`src/hdl/lph_pkg.sv`:
```
// Shared types and constants of the linear-probing hash table.
// Field widths, result codes and the control/flag bundles between sequencer and datapath.
// No dependencies.
package lph_pkg;

  localparam int KEY_W      = 31;
  localparam int STATUS_W   = 2;
  localparam int SLOT_W     = 4;
  localparam int IN_DATA_W  = 32;
  localparam int OUT_DATA_W = 8;

  typedef enum logic [STATUS_W-1:0] {
    ST_INSERTED  = 2'd0,
    ST_FULL      = 2'd1,
    ST_FOUND     = 2'd2,
    ST_NOT_FOUND = 2'd3
  } status_t;

  typedef enum logic {
    OP_INSERT = 1'b0,
    OP_SEARCH = 1'b1
  } op_t;

  // datapath controls, one field of the control word each
  typedef struct packed {
    logic accept;    // take an input item
    logic clr;       // clear one slot of the table
    logic mod_step;  // advance the remainder unit by one phase
    logic load_pos;  // start the probe at the home slot
    logic probe;     // examine one slot
    logic post;      // hand the result to the output register
  } ctrl_t;

  // datapath conditions tested by the sequencer
  typedef struct packed {
    logic accept;
    logic clr_last;
    logic mod_last;
    logic probe_end;
    logic out_free;
  } flags_t;

endpackage

```
`src/hdl/lph_mod.sv`:
```
// Remainder unit: key modulo the table size by reciprocal multiplication, then a low-bit subtraction.
// Depends on lph_pkg.
module lph_mod import lph_pkg::*; #(
  parameter int TABLE_SIZE = 16
) (
  input  logic                          clk,
  input  logic                          start,
  input  logic                          step,
  input  logic [KEY_W-1:0]              key,
  output logic [$clog2(TABLE_SIZE)-1:0] rem,
  output logic                          last
);

  localparam int IDX_W = $clog2(TABLE_SIZE);
  localparam int SHIFT = KEY_W + IDX_W;
  // rounded-up reciprocal; exact quotient for every key below 2**KEY_W
  localparam logic [63:0] RECIP_WIDE =
    ((64'd1 << SHIFT) + 64'(TABLE_SIZE - 1)) / 64'(TABLE_SIZE);
  localparam logic [KEY_W:0]   RECIP    = RECIP_WIDE[KEY_W:0];
  localparam logic [IDX_W-1:0] SIZE_LOW = IDX_W'(TABLE_SIZE);

  logic [KEY_W-1:0] k;
  logic [2*KEY_W:0] prod;
  logic             phase;
  logic [IDX_W-1:0] quot_low;
  logic [IDX_W-1:0] qd_low;

  // the remainder is below the table size, so the low bits of key - q * size suffice
  assign quot_low = prod[SHIFT +: IDX_W];
  assign qd_low   = quot_low * SIZE_LOW;

  assign last = step && phase;

  always_ff @(posedge clk) begin
    if (start) begin
      k     <= key;
      phase <= 1'b0;
    end else if (step) begin
      if (!phase) begin
        prod <= k * RECIP;
      end else begin
        rem <= k[IDX_W-1:0] - qd_low;
      end
      phase <= ~phase;
    end
  end

endmodule

```
`src/hdl/lph_dp.sv`:
```
// Datapath: slot memory, probe pointer, decision logic and output register.
// Depends on lph_pkg and lph_mod.
module lph_dp import lph_pkg::*; #(
  parameter int TABLE_SIZE = 16
) (
  input  logic                clk,
  input  logic                rst,
  input  ctrl_t               ctl,
  output flags_t              flags,
  input  logic                in_valid,
  input  op_t                 in_op,
  input  logic [KEY_W-1:0]    in_key,
  output logic                out_valid,
  input  logic                out_ready,
  output status_t             out_status,
  output logic [SLOT_W-1:0]   out_slot
);

  localparam int IDX_W = $clog2(TABLE_SIZE);
  localparam logic [IDX_W-1:0] LAST_SLOT = IDX_W'(TABLE_SIZE - 1);

  logic [KEY_W:0]     mem [TABLE_SIZE];
  logic [KEY_W:0]     rd_data;
  logic [IDX_W-1:0]   rd_addr;
  logic [IDX_W-1:0]   wr_addr;
  logic [KEY_W:0]     wr_data;
  logic               wr_en;

  op_t                op;
  logic [KEY_W-1:0]   key;
  logic [IDX_W-1:0]   pos;
  logic [IDX_W-1:0]   pos_next;
  logic [IDX_W-1:0]   probe_n;
  logic [IDX_W-1:0]   clr_addr;
  logic [IDX_W-1:0]   home;
  logic               accept;
  logic               mod_last;
  logic               done;
  logic               ins_we;
  status_t            dec_status;
  logic [SLOT_W-1:0]  dec_slot;
  status_t            res_status;
  logic [SLOT_W-1:0]  res_slot;
  logic               out_free;

  assign accept = ctl.accept & in_valid;

  lph_mod #(.TABLE_SIZE(TABLE_SIZE)) u_mod (
    .clk   (clk),
    .start (accept),
    .step  (ctl.mod_step),
    .key   (in_key),
    .rem   (home),
    .last  (mod_last)
  );

  assign pos_next = (pos == LAST_SLOT) ? '0 : pos + 1'b1;

  // decide on the slot whose word was read last cycle
  always_comb begin
    done       = 1'b0;
    ins_we     = 1'b0;
    dec_status = ST_NOT_FOUND;
    dec_slot   = '0;
    if (op == OP_INSERT) begin
      if (!rd_data[KEY_W]) begin
        done       = 1'b1;
        ins_we     = 1'b1;
        dec_status = ST_INSERTED;
        dec_slot   = SLOT_W'(pos);
      end else if (probe_n == LAST_SLOT) begin
        done       = 1'b1;
        dec_status = ST_FULL;
      end
    end else begin
      if (!rd_data[KEY_W]) begin
        done = 1'b1;
      end else if (rd_data[KEY_W-1:0] == key) begin
        done       = 1'b1;
        dec_status = ST_FOUND;
        dec_slot   = SLOT_W'(pos);
      end else if (probe_n == LAST_SLOT) begin
        done = 1'b1;
      end
    end
  end

  // read the home slot first, then always one slot ahead
  assign rd_addr = ctl.load_pos ? home : pos_next;
  assign wr_en   = ctl.clr | (ctl.probe & ins_we);
  assign wr_addr = ctl.clr ? clr_addr : pos;
  assign wr_data = ctl.clr ? '0 : {1'b1, key};

  always_ff @(posedge clk) begin
    if (wr_en) begin
      mem[wr_addr] <= wr_data;
    end
    rd_data <= mem[rd_addr];
  end

  assign out_free = !out_valid | out_ready;

  always_ff @(posedge clk) begin
    if (rst) begin
      clr_addr  <= '0;
      out_valid <= 1'b0;
    end else begin
      if (ctl.clr) begin
        clr_addr <= clr_addr + 1'b1;
      end
      if (ctl.post && out_free) begin
        out_valid <= 1'b1;
      end else if (out_ready) begin
        out_valid <= 1'b0;
      end
    end
  end

  always_ff @(posedge clk) begin
    if (accept) begin
      op  <= in_op;
      key <= in_key;
    end
    if (ctl.load_pos) begin
      pos     <= home;
      probe_n <= '0;
    end else if (ctl.probe && !done) begin
      pos     <= pos_next;
      probe_n <= probe_n + 1'b1;
    end
    if (ctl.probe && done) begin
      res_status <= dec_status;
      res_slot   <= dec_slot;
    end
    if (ctl.post && out_free) begin
      out_status <= res_status;
      out_slot   <= res_slot;
    end
  end

  assign flags.accept    = accept;
  assign flags.clr_last  = ctl.clr & (clr_addr == LAST_SLOT);
  assign flags.mod_last  = mod_last;
  assign flags.probe_end = ctl.probe & done;
  assign flags.out_free  = out_free;

endmodule

```
`src/hdl/lph_seq.sv`:
```
// Microcoded sequencer: step counter, control store and jump conditions.
// Depends on lph_pkg.
module lph_seq import lph_pkg::*; (
  input  logic   clk,
  input  logic   rst,
  input  flags_t flags,
  output ctrl_t  ctl
);

  typedef enum logic [2:0] {
    S_CLR, S_IDLE, S_MOD, S_READ, S_PROBE, S_POST
  } step_t;

  typedef enum logic [2:0] {
    C_ALWAYS, C_CLR_LAST, C_ACCEPT, C_MOD_LAST, C_PROBE_END, C_OUT_FREE
  } cond_t;

  // stay on the step until the condition holds, then jump
  typedef struct packed {
    ctrl_t ctl;
    cond_t cond;
    step_t target;
  } ucode_t;

  function automatic ucode_t ucode(step_t s);
    ucode_t w;
    w = '{ctl: '0, cond: C_ALWAYS, target: S_IDLE};
    unique case (s)
      S_CLR:   begin w.ctl.clr      = 1'b1; w.cond = C_CLR_LAST;  w.target = S_IDLE;  end
      S_IDLE:  begin w.ctl.accept   = 1'b1; w.cond = C_ACCEPT;    w.target = S_MOD;   end
      S_MOD:   begin w.ctl.mod_step = 1'b1; w.cond = C_MOD_LAST;  w.target = S_READ;  end
      S_READ:  begin w.ctl.load_pos = 1'b1; w.cond = C_ALWAYS;    w.target = S_PROBE; end
      S_PROBE: begin w.ctl.probe    = 1'b1; w.cond = C_PROBE_END; w.target = S_POST;  end
      S_POST:  begin w.ctl.post     = 1'b1; w.cond = C_OUT_FREE;  w.target = S_IDLE;  end
      default: w = '{ctl: '0, cond: C_ALWAYS, target: S_IDLE};
    endcase
    return w;
  endfunction

  step_t  step;
  step_t  step_next;
  ucode_t word;
  logic   go;

  always_comb begin
    word = ucode(step);
    ctl  = word.ctl;
    unique case (word.cond)
      C_ALWAYS:    go = 1'b1;
      C_CLR_LAST:  go = flags.clr_last;
      C_ACCEPT:    go = flags.accept;
      C_MOD_LAST:  go = flags.mod_last;
      C_PROBE_END: go = flags.probe_end;
      C_OUT_FREE:  go = flags.out_free;
      default:     go = 1'b1;
    endcase
    step_next = go ? word.target : step;
  end

  always_ff @(posedge clk) begin
    if (rst) begin
      step <= S_CLR;
    end else begin
      step <= step_next;
    end
  end

  a_accept_starts_mod: assert property (@(posedge clk) disable iff (rst)
    flags.accept |=> step == S_MOD)
    else $error("accepted item did not start the remainder");

  a_probe_exit: assert property (@(posedge clk) disable iff (rst)
    step == S_PROBE |=> step == S_PROBE || step == S_POST)
    else $error("probe left by an unexpected path");

  a_no_accept_while_clearing: assert property (@(posedge clk) disable iff (rst)
    step == S_CLR |-> !ctl.accept && !ctl.probe)
    else $error("item taken during the clearing pass");

endmodule

```
`src/hdl/linear_probe_hash_table.sv`:
```
// Top level of the linear-probing hash table: stream ports, sequencer and datapath.
// Depends on lph_pkg, lph_seq and lph_dp.
//
//  channel  | direction | payload
//  ---------+-----------+------------------------------------------------------
//  s_axis   | in        | tdata: key[30:0], zero[31]; tuser: operation
//  m_axis   | out       | tdata: status[1:0], slot[5:2], zero[7:6]
//
// One item at a time. An item is taken on the idle step; the remainder unit
// forms the home slot (reciprocal multiply, then the low remainder bits); the
// read step fetches the home slot; the probe step examines one slot a cycle
// (1 to TABLE_SIZE slots, one read port with registered data); the hand-over
// step moves the result to the output register.
// After reset a clearing pass writes every slot empty, one slot a cycle;
// s_axis_tready stays low meanwhile.
// A result waiting on m_axis does not block taking the next item; a finished
// probe holds in the hand-over step until the output register is free.
module linear_probe_hash_table import lph_pkg::*; #(
  parameter int TABLE_SIZE = 16
) (
  input  logic                  clk,
  input  logic                  rst,
  input  logic                  s_axis_tvalid,
  output logic                  s_axis_tready,
  input  logic [IN_DATA_W-1:0]  s_axis_tdata,   // key[30:0], unused[31]
  input  logic                  s_axis_tuser,   // operation[0]
  output logic                  m_axis_tvalid,
  input  logic                  m_axis_tready,
  output logic [OUT_DATA_W-1:0] m_axis_tdata    // status[1:0], slot[5:2], zero[7:6]
);

  ctrl_t             ctl;
  flags_t            flags;
  status_t           status;
  logic [SLOT_W-1:0] slot;

  // step through the control store; the current word drives the datapath
  lph_seq u_seq (
    .clk   (clk),
    .rst   (rst),
    .flags (flags),
    .ctl   (ctl)
  );

  // hold the table, walk the probe path and register the result
  lph_dp #(.TABLE_SIZE(TABLE_SIZE)) u_dp (
    .clk        (clk),
    .rst        (rst),
    .ctl        (ctl),
    .flags      (flags),
    .in_valid   (s_axis_tvalid),
    .in_op      (op_t'(s_axis_tuser)),
    .in_key     (s_axis_tdata[KEY_W-1:0]),
    .out_valid  (m_axis_tvalid),
    .out_ready  (m_axis_tready),
    .out_status (status),
    .out_slot   (slot)
  );

  // ready only on the idle step of the program
  assign s_axis_tready = ctl.accept;

  // pack the result fields, lowest field first, zero fill to the byte
  assign m_axis_tdata = {{(OUT_DATA_W - STATUS_W - SLOT_W){1'b0}}, slot, status};

endmodule

```
`config.mk`:
```
export PLATFORM = sky130hd
export DESIGN_NAME = linear_probe_hash_table
export DESIGN_NICKNAME = d
export VERILOG_FILES = /design/src/hdl/lph_pkg.sv /design/src/hdl/lph_mod.sv /design/src/hdl/lph_dp.sv /design/src/hdl/lph_seq.sv /design/src/hdl/linear_probe_hash_table.sv
export SDC_FILE = /design/constraint.sdc
export NUM_CORES = 1
export LEC_CHECK = 0
export CAP_MARGIN = 30
export CORE_ASPECT_RATIO = 0.7
export CORE_MARGIN = 2
export CORE_UTILIZATION = 45
export DETAILED_ROUTE_END_ITERATION = 10
export DONT_BUFFER_PORTS = 1
export GPL_TIMING_DRIVEN = 0
export SLEW_MARGIN = 15
export SYNTH_ARGS = -nofsm -noshare
export SYNTH_HDL_FRONTEND = slang
export SYNTH_HIERARCHICAL = 1
export SYNTH_SLANG_ARGS = --single-unit
export TNS_END_PERCENT = 50
```
`constraint.sdc`:
```
create_clock -name clk -period 4.98 [get_ports clk]
set_input_delay 0.996 -clock clk [delete_from_list [all_inputs] [get_ports clk]]
set_output_delay 0.996 -clock clk [all_outputs]
set_load 0.05 [all_outputs]
```
==> flow_metrics.env, run 1 <==
export IMPL_setup_worst_path_start="u_seq/step[2]"
export IMPL_ys_ff_latch=613
export IMPL_clk_latency_ns=0.63
export IMPL_wl_met1_mm=29.0
export IMPL_fin_crit_sh_pct=74.7
export IMPL_viasPerCell=5.77
export IMPL_netlist_top_cell_by_area="edfxtp_1"
export IMPL_yosys_area_top_type_share_pct=72.2
export IMPL_hpwl_mm=42.7
export IMPL_grt_max_degree=40
export IMPL_fp_row_count=70
export IMPL_worstSetupEndpoint="u_dp/mem[1][29]"
export IMPL_max_clock_path_buffers=3
export IMPL_fin_util_pct=52.3
export IMPL_globalplace_congestion=0.854
export IMPL_grt_pass1_wl_mm=95.1
export IMPL_holdWs_ns=0.423
export IMPL_post_place_ws_ns=1.33
export IMPL_regToRegEndpoint="u_dp/mem[1][29]"
export IMPL_cp_max_fo=20
export IMPL_post_route_min_period_ns=3.72
export IMPL_end_kind="register"
export IMPL_grt_antenna_before_repair=0
export IMPL_ys_warn_count=6
export IMPL_p_per_area_nw_per_um2=381
export IMPL_num_nets_final=1881
export IMPL_wl_met2_mm=28.9
export IMPL_drc=0
export IMPL_fin_setup_tns_ns=0
export IMPL_first_pass_iters=5
export IMPL_fin_area_um2=27200
export IMPL_setup_viol=0
export IMPL_die_x_um=278
export IMPL_design_core_area_um2=52000
export IMPL_cts_hold_buffers=0
export IMPL_dpl_cell_area_um2=25100
export IMPL_r2r_cells=9
export IMPL_power_total_mw=10.4
export IMPL_power_leakage_nw=9.16
export IMPL_routed_top_layer="met5"
export IMPL_rsz0062_at_grt="false"
export IMPL_reg2reg_slack_ns=1.26
export IMPL_clock_sinks=613
export IMPL_async_flop_share_pct=0
export IMPL_hold_viol_final=0
export IMPL_r2r_start="u_seq/step[2]"
export IMPL_yosysMostFrequentCell="edfxtp_1"
export IMPL_drive_above_1_share_pct=11.4
export IMPL_avgRoutedWirePerCell_um=25.6
export IMPL_cts_htree_levels=2
export IMPL_ys_seq_area_share_pct=76.0
export IMPL_finalNonFillerCells=2573
export IMPL_area_delta_synth_final_pct=15.1
export IMPL_synth_avg_cell_area_um2=13.6
export IMPL_cp_start_kind="register"
export IMPL_io_buffers=0
export IMPL_finalWorstSetupSlack_ns=1.26
export IMPL_worstMarginPinSlew_ns=0.956
export IMPL_n_antenna_cell=0
export IMPL_yosys_top_cells_count="568 x edfxtp_1, 465 x nand2_1, 166 x nand3_1"
export IMPL_grt_use_total_pct=24.3
export IMPL_grt_pass1_vias=14000
export IMPL_cp_arrival_ns=4.03
export IMPL_yosys_top_cells_area="edfxtp_1 72%, nand2_1 7.4%, dfxtp_1 3.8%"
export IMPL_hold_path_startpoint="u_dp/u_mod/k[0]"
export IMPL_cts_resized=0
export IMPL_fmax_ghz=0.269
export IMPL_cts_buffers_inserted=56
export IMPL_hold_class="reg2reg"
export IMPL_die_area_um2=54400
export IMPL_ir_worst_vdd_uv=266
export IMPL_synth_ff_type="edfxtp_1"
export IMPL_synth_edf_count=568
export IMPL_place_inst=2440
export IMPL_ant_nets=0
export IMPL_cts_root_buf="clkbuf_16"
export IMPL_fillerInstances=4303
export IMPL_ys_types=47
export IMPL_wl_mm=65.7
export IMPL_cap_violations=0
export IMPL_clkSlewWorstSetupHoldPaths_ns=0.07
export IMPL_required_ns=5.28
export IMPL_slew_headroom_pct=36.0
export IMPL_status="complete, no violations"
export IMPL_drt_iter0_drc=2093
export IMPL_die_h_um=196
export IMPL_io_pins=47
export IMPL_synthCells=1733
export IMPL_cts_tree="built"
export IMPL_drv_slew=0
export IMPL_initial_core_util_pct=45.4
export IMPL_grt_overflow=0
export IMPL_vias=14900
export IMPL_crit_type="reg2reg"
export IMPL_skew_ns=0.0256
export IMPL_synth_area_um2=23600
export IMPL_wl_met3_mm=6.52
export IMPL_cts_setup_buffers=0
worst min-delay path by stage:
| stage | to | depth (start not counted) |
|---|---|---|
| floorplan | u_dp/out_slot[0] | 0 |
| global placement | u_dp/u_mod/rem[0] | 0 |
| detailed placement | u_dp/out_status[0] | 0 |
| CTS | u_seq/step[1] | 1 |
| global route | u_seq/step[1] | 1 |
| finish | u_dp/u_mod/rem[0] | 0 |
power by group:
part           switching (mW)  internal [mW]  leakage (nW)
Sequential             0.0262           5.66          5.49
Combinational           0.126         0.0540          2.73
Clock                    1.91           2.59         0.934
logic make-up after synthesis:
kind of cell	synth area share, %
AND/OR/NAND/NOR	14.2
flip-flops	76.0
AO/OA/AOI/OAI	5.41
buffers and inverters	2.58
XOR/XNOR	1.44
multiplexers	0.175
adder cells (fa/ha/maj)	0.159
other	0.0159
placed cells by master, fill, tap and decap left out, drive strengths merged:
| cell | instances |
|---|---|
| ha | 3 |
| and2 | 6 |
| nor3 | 3 |
| edfxtp | 568 |
| nand2b | 3 |
| a211oi | 1 |
| nand3 | 166 |
| clkbuf | 122 |
| o22ai | 1 |
| mux2 | 1 |
| a32oi | 65 |
| and3 | 2 |
| nor2b | 40 |
| o32ai | 1 |
| buf | 101 |
| a21oi | 78 |
| clkinvlp | 3 |
| o21a | 1 |
| xnor2 | 37 |
| nand4 | 41 |
| a311o | 1 |
| xor2 | 1 |
| dfxtp | 45 |
| clkinv | 30 |
| bufinv | 9 |
| mux2i | 3 |
| conb | 2 |
| nor3b | 2 |
| inv | 8 |
| nand2 | 465 |
| o21ai | 37 |
| nor2 | 35 |
| a31oi | 2 |
| nor4 | 2 |
| o32a | 1 |
| a21o | 2 |
| o31ai | 1 |
per-layer routing:
layer | GRT usage, % | vias up
met5 | 1.33 | -
met4 | 5.97 | 2
met3 | 3.88 | 98
met2 | 36.3 | 754
met1 | 37.1 | 7444
li1 | - | 6558
flip-flops by register name, summed over array words and instances, names as in the netlist:
signal            count
u_dp/out_slot         4
u_dp/key             31
u_dp/op               1
u_dp/u_mod/rem        4
u_dp/res_slot         4
u_dp/probe_n          4
u_dp/u_mod/k          4
u_dp/out_valid        1
u_dp/rd_data         32
u_dp/u_mod/phase      1
u_seq/step            3
u_dp/mem            512
u_dp/pos              4
u_dp/res_status       2
u_dp/out_status       2
u_dp/clr_addr         4
layout make-up:
class                   instances  area, um2  area share [%]
plain buffers                 109        574            2.11
clock buffers                  65       1480            5.43
clock inverters                41        432            1.59
inverters                       9       35.0           0.129
multi-input cells            1003       5190            19.1
flip-flops and latches        613      18000            66.0
well taps                     684        856            3.15
repair buffers                 49        667            2.45
worst max-delay path: stages (launching register included):
cell      delay [ns]
dfxtp_1         0.31
buf_4           0.17
nor3_1          0.18
buf_4           0.13
clkbuf_1        0.47
inv_1           0.49
o21ai_0         0.37
nand2_1         0.31
nor2_4          0.67
buf_12          0.29
Power figures use the tool's default switching activity.
==> run 2, diff against run 1 <==
Clock period 4.98 ns to 3.1 ns, I/O delays scaled along.
==> run 2 against run 1 <==
Via count is 0.37% higher. First-iteration DRC count is 1.3% higher. Sequential share of layout area is 0.92 points lower. Critical path depth is 2 lower. Count of clock-buffer cells in the layout stayed put. Global-route usage is 0.27 points higher. Worst setup slack worse by 1.2 ns. Largest power group unchanged.
==> flow_metrics.env, run 2 (same netlist as run 1, synthesis figures left out) <==
export IMPL_end_kind="register"
export IMPL_drt_iter0_drc=2121
export IMPL_fillerInstances=4250
export IMPL_biggestRegsByFlops="u_dp/mem x512, u_dp/rd_data x32, u_dp/key x31"
export IMPL_finalNonFillerCells=2592
export IMPL_crit_type="reg2reg"
export IMPL_skew_ns=0.0237
export IMPL_reg2reg_slack_ns=0.03
export IMPL_io_buffers=0
export IMPL_top_register="u_dp/mem"
export IMPL_p_comb_share_pct=1.9
export IMPL_fin_crit_sh_pct=99.1
export IMPL_die_area_um2=54400
export IMPL_p_clk_share_pct=43.3
export IMPL_hold_viol_final=0
export IMPL_num_nets_final=1900
export IMPL_fin_setup_tns_ns=0
export IMPL_final_cell_mix="568 x edfxtp_1, 464 x nand2_1, 166 x nand3_1"
export IMPL_p_int_mw=13.4
export IMPL_fmax_ghz=0.326
export IMPL_drc=0
export IMPL_hold_class="in2reg"
export IMPL_cts_root_buf="clkbuf_16"
export IMPL_worstSetupEndpoint="u_dp/rd_data[7]"
export IMPL_r2r_cells=7
export IMPL_rsz0062_at_grt="true"
export IMPL_clk_latency_ns=0.63
export IMPL_cap_violations=0
export IMPL_cp_start_kind="register"
export IMPL_cts_htree_levels=2
export IMPL_vias=14900
export IMPL_drive_above_1_share_pct=13.8
export IMPL_worstMarginPinSlew_ns=0.943
export IMPL_cp_max_fo=10
export IMPL_cp_arrival_ns=3.55
export IMPL_status="complete, no violations"
export IMPL_power_leakage_nw=9.37
export IMPL_clkSlewWorstSetupHoldPaths_ns=0.07
export IMPL_regToRegEndpoint="u_dp/rd_data[7]"
export IMPL_place_inst=2440
export IMPL_cts_tree="built"
export IMPL_viasPerCell=5.75
export IMPL_first_pass_iters=5
export IMPL_wl_mm=66.8
export IMPL_r2r_start="u_dp/pos[0]"
export IMPL_globalplace_congestion=0.854
export IMPL_holdWs_ns=0.0510
export IMPL_grt_pass1_wl_mm=96.1
export IMPL_switchingPower_mw=3.32
export IMPL_cts_buffers_inserted=56
export IMPL_die_x_um=278
export IMPL_slew_headroom_pct=37.0
export IMPL_grt_antenna_before_repair=1
export IMPL_ant_nets=0
export IMPL_final_common_cell="edfxtp_1"
export IMPL_required_ns=3.58
export IMPL_grt_max_degree=40
export IMPL_cts_hold_buffers=0
export IMPL_n_antenna_cell=0
export IMPL_avgRoutedWirePerCell_um=25.8
export IMPL_post_place_ws_ns=-0.552
export IMPL_io_pins=47
export IMPL_largest_reg_flops=512
export IMPL_initial_core_util_pct=45.4
export IMPL_grt_use_total_pct=24.5
export IMPL_design_core_area_um2=52000
export IMPL_grt_pass1_vias=14200
export IMPL_grt_overflow=0
export IMPL_post_route_min_period_ns=3.07
export IMPL_p_sw_share_pct=19.9
export IMPL_finalWorstSetupSlack_ns=0.0284
export IMPL_clock_sinks=613
export IMPL_setup_viol=0
export IMPL_drv_slew=0
export IMPL_ir_worst_vdd_uv=425
export IMPL_die_h_um=196
export IMPL_pwr_share_seq_pct=54.8
export IMPL_hpwl_mm=42.7
export IMPL_area_delta_synth_final_pct=16.8
export IMPL_fp_row_count=70
export IMPL_p_per_area_nw_per_um2=605
export IMPL_setup_worst_path_start="u_dp/pos[0]"
export IMPL_max_clock_path_buffers=3
run 2: critical path: stages, from the launching register on:
cell	delay, ns
edfxtp_1	0.52
ha_1	0.31
xnor2_2	0.24
o32ai_4	0.75
buf_1	0.67
nand3_1	0.20
nand3_1	0.15
o21ai_1	0.07
run 2: worst min path at each step:
stage	from	endpoint	slack (ns)	depth (start not counted)
floorplan	u_dp/res_slot[0]	u_dp/out_slot[0]	0.40	0
finish	rst	u_seq/step[1]	0.05	1
global placement	u_dp/u_mod/k[0]	u_dp/u_mod/rem[0]	0.41	0
CTS	rst	u_seq/step[1]	0.02	1
global route	rst	u_seq/step[1]	0.04	1
detailed placement	u_dp/res_status[0]	u_dp/out_status[0]	0.41	0
run 2: final cells by class:
cell class	count	area, um2	share of cell area (%)
Tap cell	684	856	3.10
Inverter	9	38.8	0.141
Clock buffer	65	1480	5.36
Clock inverter	41	432	1.57
Sequential cell	613	18000	65.1
Multi-Input combinational cell	1003	5220	18.9
Buffer	107	593	2.15
Timing Repair Buffer	69	995	3.61
Timing Repair inverter	1	5.00	0.0181
run 2: what timing repair did:
| item | 4_1_cts | 5_1_grt |
|---|---|---|
| endpoints found under the setup margin | 536 | 181 |
| setup buffers | 11 | 9 |
| gates cloned | 1 | 0 |
| gates resized for setup | 14 | 27 |
| pin swaps | 12 | 8 |
run 2: power groups by stage:
stage	Combinational (mW)	Clock, mW	Sequential, mW
floorplan	0.124	0	9.31
global placement	0.203	0	9.33
detailed placement	0.288	0	9.32
CTS	0.306	7.32	9.14
global route	0.331	7.62	9.15
finish	0.314	7.22	9.14
run 2: metrics by stage:
step           util (%)  total power [mW]  cell area, um2
2_1_floorplan         -              9.44           23600
3_3_place_gp       47.0              9.53           24500
3_5_place_dp       48.2              9.61           25100
4_1_cts            52.3              16.8           27200
5_1_grt            53.0              17.1           27600
6_report           53.0              16.7           27600
run 2: per-layer routing:
layer  up-vias  GRT usage, %  share of wire [%]
met5         -          1.33               0.15
met4         2          6.43                2.0
met1      7438          37.0                 43
met2       783          36.9                 44
met3        99          4.13                 11
li1       6589             -                  -
